**src/vhd_read_translate_top_assert.svh**
```systemverilog
// ----------------------------------------------------------------------------
// vhd_read_translate_top_assert.svh
// assertion macros shared by the read translator modules
// ----------------------------------------------------------------------------
`ifndef VHD_READ_TRANSLATE_TOP_ASSERT_SVH
`define VHD_READ_TRANSLATE_TOP_ASSERT_SVH

// consequent must hold in the same cycle as the antecedent
`define VRT_ASSERT_NOW(lbl, ante, cons, msg) \
  lbl: assert property (@(posedge clk) disable iff (rst) (ante) |-> (cons)) \
    else $error(msg);

// consequent must hold in the cycle after the antecedent
`define VRT_ASSERT_NEXT(lbl, ante, cons, msg) \
  lbl: assert property (@(posedge clk) disable iff (rst) (ante) |=> (cons)) \
    else $error(msg);

`endif

```
**src/vrt_pkg.sv**
```systemverilog
// ----------------------------------------------------------------------------
// vrt_pkg
// shared codes, widths, control structs and helpers of the read translator
// ----------------------------------------------------------------------------
package vrt_pkg;

  // storage geometry
  localparam int TABLE_DEPTH  = 4096;
  localparam int TABLE_AW     = 12;
  localparam int BITMAP_WORDS = 64;
  localparam int BITMAP_AW    = 6;

  localparam logic [31:0] UNALLOCATED = 32'hFFFF_FFFF;

  // block shift clamp range
  localparam logic [4:0] SHIFT_MIN = 5'd18;
  localparam logic [4:0] SHIFT_MAX = 5'd21;

  // operations
  localparam logic [1:0] OP_LOAD_TABLE  = 2'd0;
  localparam logic [1:0] OP_LOAD_BITMAP = 2'd1;
  localparam logic [1:0] OP_TRANSLATE   = 2'd2;

  // result status
  localparam logic [1:0] ST_OK           = 2'd0;
  localparam logic [1:0] ST_BEYOND_DISK  = 2'd1;
  localparam logic [1:0] ST_BEYOND_TABLE = 2'd2;

  // result source
  localparam logic [1:0] SRC_ZERO   = 2'd0;
  localparam logic [1:0] SRC_PARENT = 2'd1;
  localparam logic [1:0] SRC_FILE   = 2'd2;

  // configuration registers
  localparam int CFG_INDEX_W = 3;
  localparam int CFG_DATA_W  = 42;
  localparam logic [2:0] REG_DISK_SIZE      = 3'd0;
  localparam logic [2:0] REG_BLOCK_SHIFT    = 3'd1;
  localparam logic [2:0] REG_TABLE_ENTRIES  = 3'd2;
  localparam logic [2:0] REG_BITMAP_SECTORS = 3'd3;
  localparam logic [2:0] REG_HAS_PARENT     = 3'd4;
  localparam logic [2:0] REG_FIXED_DISK     = 3'd5;

  // controller to datapath
  typedef struct packed {
    logic capture;
    logic load;
    logic check;
    logic lookup;
    logic scan;
    logic finish;
    logic publish;
  } vrt_cmd_t;

  // datapath to controller
  typedef struct packed {
    logic err;
    logic fixed;
    logic unalloc;
    logic scan_done;
  } vrt_stat_t;

  // position of the first set bit counted from the msb
  function automatic logic [5:0] lead_zeros(input logic [63:0] v);
    logic [5:0] n;
    n = 6'd0;
    for (int i = 0; i < 64; i++) begin
      if (v[i]) n = 6'(63 - i);
    end
    return n;
  endfunction

endpackage

```
**src/vrt_ctrl.sv**
```systemverilog
// ----------------------------------------------------------------------------
// vrt_ctrl
// sequencer for loads and translations, owns the result valid flag
// ----------------------------------------------------------------------------
`include "vhd_read_translate_top_assert.svh"

module vrt_ctrl (
  input  logic               clk,
  input  logic               rst,
  input  logic               in_valid,
  output logic               in_ready,
  input  logic [1:0]         operation,
  output logic               out_valid,
  input  logic               out_ready,
  input  vrt_pkg::vrt_stat_t stat,
  output vrt_pkg::vrt_cmd_t  cmd
);

  typedef enum logic [2:0] {
    S_IDLE,
    S_LOAD,
    S_CHECK,
    S_LOOKUP,
    S_SCAN,
    S_FINISH,
    S_RESULT
  } state_t;

  state_t state;

  assign in_ready    = state == S_IDLE;
  assign cmd.capture = in_valid && in_ready;
  assign cmd.load    = state == S_LOAD;
  assign cmd.check   = state == S_CHECK;
  assign cmd.lookup  = state == S_LOOKUP;
  assign cmd.scan    = state == S_SCAN;
  assign cmd.finish  = state == S_FINISH;
  assign cmd.publish = (state == S_RESULT) && (!out_valid || out_ready);

  always_ff @(posedge clk) begin
    if (rst) begin
      state     <= S_IDLE;
      out_valid <= 1'b0;
    end else begin
      if (cmd.publish) begin
        out_valid <= 1'b1;
      end else if (out_ready) begin
        out_valid <= 1'b0;
      end

      unique case (state)
        S_IDLE: begin
          if (in_valid) begin
            unique case (operation) inside
              vrt_pkg::OP_LOAD_TABLE, vrt_pkg::OP_LOAD_BITMAP: state <= S_LOAD;
              vrt_pkg::OP_TRANSLATE: state <= S_CHECK;
              default: state <= S_IDLE;
            endcase
          end
        end
        S_LOAD: state <= S_IDLE;
        S_CHECK: begin
          if (stat.err || stat.fixed) state <= S_RESULT;
          else state <= S_LOOKUP;
        end
        S_LOOKUP: begin
          if (stat.unalloc) state <= S_RESULT;
          else state <= S_SCAN;
        end
        S_SCAN: begin
          if (stat.scan_done) state <= S_FINISH;
        end
        S_FINISH: state <= S_RESULT;
        S_RESULT: begin
          if (!out_valid || out_ready) state <= S_IDLE;
        end
        default: state <= S_IDLE;
      endcase
    end
  end

  `VRT_ASSERT_NEXT(a_translate_checks,
    (in_valid && in_ready && (operation == vrt_pkg::OP_TRANSLATE)), (state == S_CHECK),
    "translate not followed by a bounds check")
  `VRT_ASSERT_NEXT(a_result_waits, ((state == S_RESULT) && out_valid && !out_ready),
    (state == S_RESULT), "new result left its slot while the old one waits")
  `VRT_ASSERT_NEXT(a_busy_after_accept,
    (cmd.capture && ((operation == vrt_pkg::OP_LOAD_TABLE) ||
     (operation == vrt_pkg::OP_LOAD_BITMAP) || (operation == vrt_pkg::OP_TRANSLATE))),
    !in_ready, "second item taken right after an accept")

endmodule

```
**config.mk**
```make
export PLATFORM = sky130hd
export DESIGN_NAME = vrt_ctrl
export DESIGN_NICKNAME = d
export VERILOG_FILES = /design/src/vrt_pkg.sv /design/src/vrt_ctrl.sv
export VERILOG_INCLUDE_DIRS = /design/src /design/src/src
export SDC_FILE = /design/constraint.sdc
export NUM_CORES = 1
export LEC_CHECK = 0
export BUFFER_PORTS_ARGS = -buffer_cell sky130_fd_sc_hd__buf_2
export CORE_AREA = 2 2 39 41
export CTS_BUF_LIST = sky130_fd_sc_hd__clkbuf_4
export DETAILED_ROUTE_END_ITERATION = 6
export DIE_AREA = 0 0 41 43
export PLACE_DENSITY = 0.56
export SLEW_MARGIN = 10
export SYNTH_ARGS = -nofsm -noshare
export SYNTH_HDL_FRONTEND = slang
export SYNTH_SLANG_ARGS = --single-unit
```
**constraint.sdc**
```tcl
create_clock -name clk -period 1 [get_ports clk]
set_input_delay 0.25 -clock clk [delete_from_list [all_inputs] [get_ports clk]]
set_output_delay 0.25 -clock clk [all_outputs]
set_load 0.02 [all_outputs]
```
======== Yosys cells after proc, flatten, opt, wreduce, memory -nomap -nowiden ========
Cells that the tools add are included.
operators by class
  equal/unequal tests ..................... 11
  mux-type cells .......................... 9
  reduce and logical (&&, ||, !) cells .... 10
operators by type and width
  cell                count
  $pmux 3 s6          1
  $mux 3              4
  $eq 3x3->1 const B  3
  $eq 3x2->1 const B  2
  $ne 2x2->1 const B  2
  $pmux 2 s2          1
  $eq 3x1->1 const B  1
  $logic_not 3->1     1
  $reduce_and 3->1    1
  $eq 2x1->1 const B  1
  $eq 2x2->1 const B  1
  $logic_and 1x1->1   2
  $logic_not 2->1     1
  $logic_or 1x1->1    2
  $mux 1              2
  $mux 2              1
  $ne 2x1->1 const B  1
  $reduce_bool 2->1   1
  $reduce_or 2->1     1
  $logic_not 1->1     1
storage, ports and cells
  register bits ........................... 4
  output and inout port bits .............. 9
  word-level logic and storage cells ...... 32

======== Longest topological paths before layout ========
  word-level depth ........................ 5
  mapped depth ............................ 5

======== Worst setup path before layout ========
No wires, ideal clock.
  path kind ............................... register to output
  start point ............................. reg state[2]
  end point ............................... out cmd[2] (netlist name)
  arrival ................................. 1.043 ns
  data required time ...................... 0.750 ns
  path slack .............................. -0.293 ns
  stages on the path, launching flop included .. 3
  path buffers ............................ 1
  cells stage by stage .................... dfxtp_1 > buf_6 > nor3b_1
RTL lines
  item                      RTL line        text
  start: declaration        vrt_ctrl.sv:29  state_t state;
  start signal: assignment  vrt_ctrl.sv:42  state <= S_IDLE;
  start signal: assignment  vrt_ctrl.sv:55  vrt_pkg::OP_LOAD_TABLE, vrt_pkg::OP_LOAD_BITMAP: state <= S_LOAD;
  start signal: assignment  vrt_ctrl.sv:56  vrt_pkg::OP_TRANSLATE: state <= S_CHECK;
  end: declaration          vrt_ctrl.sv:16  output vrt_pkg::vrt_cmd_t cmd

==> flow_summary.json <==
{
  "outcome": "finished with violations",
  "violations": "negative setup slack",
  "finalPower_uw": 646,
  "cts_tree": "yes",
  "synth_top_family_by_area": "simple AND/OR/NAND/NOR gates",
  "holdWs_ns": 0.220,
  "nNetsFinal": 81,
  "total_leakage_power_uw": 0.000327,
  "row_count": 14,
  "vias": 383,
  "relSlewSlack_pct": 84.4,
  "antenna_found_initial": 0,
  "irDropWorstVdd_mv": 0.495,
  "synth_warnings": 0,
  "ioPinCount": 19,
  "synth_xor_area_share_pct": 0,
  "grt-ovfl-total": 0,
  "cts_buffers": 3,
  "grt_pass1_wl_um": 1390,
  "grt_use_met3_pct": 1.57,
  "drt_iter0_markers": 2,
  "routabilityCongestion": 0.685,
  "die_w_um": 41,
  "clock_skew_ns": 0.000693,
  "setup_viol": 10,
  "yosys.area_share.simple_pct": 44.1,
  "synth_fp_nets": 47,
  "startpoint_type": "register",
  "dr.pass1.iters": 2,
  "crit_family": "flip-flops",
  "start_util_pct": 23.0,
  "synth_compound_area_share_pct": 22.4,
  "worst_path_max_delay_cell": "dfxtp_4",
  "clock.fmax_mhz": 757,
  "ys_seq_elements": 4,
  "grt_use_met2_pct": 18.1,
  "worstMarginPinSlew_ns": 0.234,
  "crit_fanout": 9,
  "syn_to_final_growth_pct": 120,
  "grtUsageMet1_pct": 13.5,
  "antenna_cells": 0,
  "htree_levels": 1,
  "drc": 0,
  "die_area_mm2": 0.00176,
  "synthAdderAreaFrac_pct": 0,
  "hold_viol": 0,
  "muxShareOfSynthArea_pct": 0,
  "port_buffers": 18,
  "routed_wl_um": 979,
  "finalCritPeriodShare_pct": 132,
  "critical_path_class": "reg2out",
  "synth_cell_types": 22,
  "crit_buf_inv": 2,
  "root_buffer": "clkbuf_4",
  "min_period_ns": 1.32,
  "clkLatencyLatePin_ns": 0.23,
  "grt-busiest-layer": "met2",
  "worst_slack_ns": -0.321,
  "avgSynthCellArea_um2": 8.59,
  "drive_gt1_share_pct": 82.6,
  "grt_max_degree": 10,
  "fp.dieH_um": 43,
  "wl_per_cell_um": 11.5,
  "ant_nets": 0,
  "cp_cell_sequence": "buf_6 > nor3b_2 > buf_4",
  "cts_buffer_depth": 2,
  "cts.sinks": 4,
  "cp.arrival_ns": 1.07,
  "end_kind": "output port",
  "synthCells": 37,
  "critPathRequiredTime_ns": 0.75,
  "powerDensity_mw_per_mm2": 922,
  "slowest_delay_ns": 0.41,
  "finalMaxSlewViolations": 0,
  "rsz0062_at_grt": "true",
  "clk_pin_slew_ns": 0.04,
  "syn_area_um2": 318,
  "ys_seq_area_share_pct": 25.2,
  "viasPerCell": 4.51,
  "grt_usage_pct": 11.5,
  "hold_path_class": "in2reg",
  "grt_pass1_vias": 363,
  "max-cap-violations": 0,
  "core-area_mm2": 0.00138,
  "hpwl_um": 612
}
## per-stage QoR
| step | std cells | instance area, um^2 | setup WS, ns | utilization (%) | setup TNS, ns |
|---|---|---|---|---|---|
| detailed placement | 78 | 528 | -0.177 | 38.2 | -1.21 |
| global placement | 78 | 528 | -0.169 | 38.2 | -1.13 |
| CTS | 83 | 628 | -0.360 | 45.4 | -2.89 |
| finish | 85 | 701 | -0.321 | 50.6 | -2.65 |
| global route | 85 | 701 | -0.367 | 50.6 | -3.14 |
| floorplan | 37 | 373 | -0.121 | - | -0.360 |
## layout make-up
type                            count  area (um^2)
Tap cell                           16         20.0
Timing Repair Buffer               32          260
Sequential cell                     4         91.3
Fill cell                         140          683
Clock buffer                        3         22.5
Multi-Input combinational cell     30          307
## logic make-up after synthesis
logic type             after synthesis
AO/OA/AOI/OAI                        9
buffers and inverters                3
flip-flops                           4
AND/OR/NAND/NOR                     21
## registers in the layout (all words and copies together) (netlist names)
name and flops:
out_valid 1, state 3
## where the power goes
part / internal [uW] / switching, uW / total, uW / leakage, uW
registers: 166 / 18.3 / 184 / 0.0000347
clock network: 134 / 60.0 / 194 / 0.0000138
logic: 154 / 114 / 268 / 0.000278
total: 454 / 192 / 646 / 0.000327
## path summary, 6_finish.rpt
path                                  to  cells after the start      from  slack [ns]
worst max-delay path              cmd[2]                      3  state[2]       -0.32
worst min-delay path            state[0]                      2       rst        0.22
worst max register to register  state[1]                      5  state[0]       -0.22
worst min register to register  state[2]                      2  state[2]        0.59
## cell usage after synthesis (all sizes together)
cell type  n  area, um^2
dfxtp      4        80.1
nor3       4        25.0
nor3b      4        30.0
a21oi      3        18.8
buf        3        26.3
nor2       3        11.3
and3b      2        20.0
nand2b     2        15.0
nor2b      2        12.5
o31a       2        17.5
a22oi      1        12.5
and2       1        6.26
nand2      1        3.75
nand3b     1        7.51
nor4b      1        8.76
o21ai      1        5.00
o21ba      1        10.0
o21bai     1        7.51
## cells in the final DEF (no fill, tap or decap)
master	count
a21oi_1	1
a21oi_2	2
a22oi_2	1
and2_4	1
and3b_2	2
buf_2	10
buf_4	10
buf_6	12
clkbuf_4	3
dfxtp_1	1
dfxtp_4	3
nand2_1	1
nand2b_1	1
nand2b_2	1
nand3b_1	1
nor2_1	2
nor2_4	1
nor2b_4	2
nor3_2	1
nor3_4	3
nor3b_2	3
nor3b_4	1
nor4b_2	1
o21ai_0	1
o21ba_1	1
o21bai_1	1
o31a_1	2
## what timing repair did
| action | 4_1_cts | 5_1_grt |
|---|---|---|
| endpoints found under the hold margin | 0 | 0 |
| hold buffers | 0 | 0 |
| gates resized for setup | 21 | 14 |
| setup endpoints to repair | 11 | 11 |
| setup buffers | 2 | 2 |
| pin swaps | 1 | 5 |
| cloned | 0 | 0 |
## layer usage
| metal | vias up | part of all wire, % |
|---|---|---|
| met5 | - | 0 |
| li1 | 199 | - |
| met3 | 0 | 4.1 |
| met1 | 173 | 40 |
| met4 | 0 | 0 |
| met2 | 11 | 55 |
(Power assumes the default switching activity.)
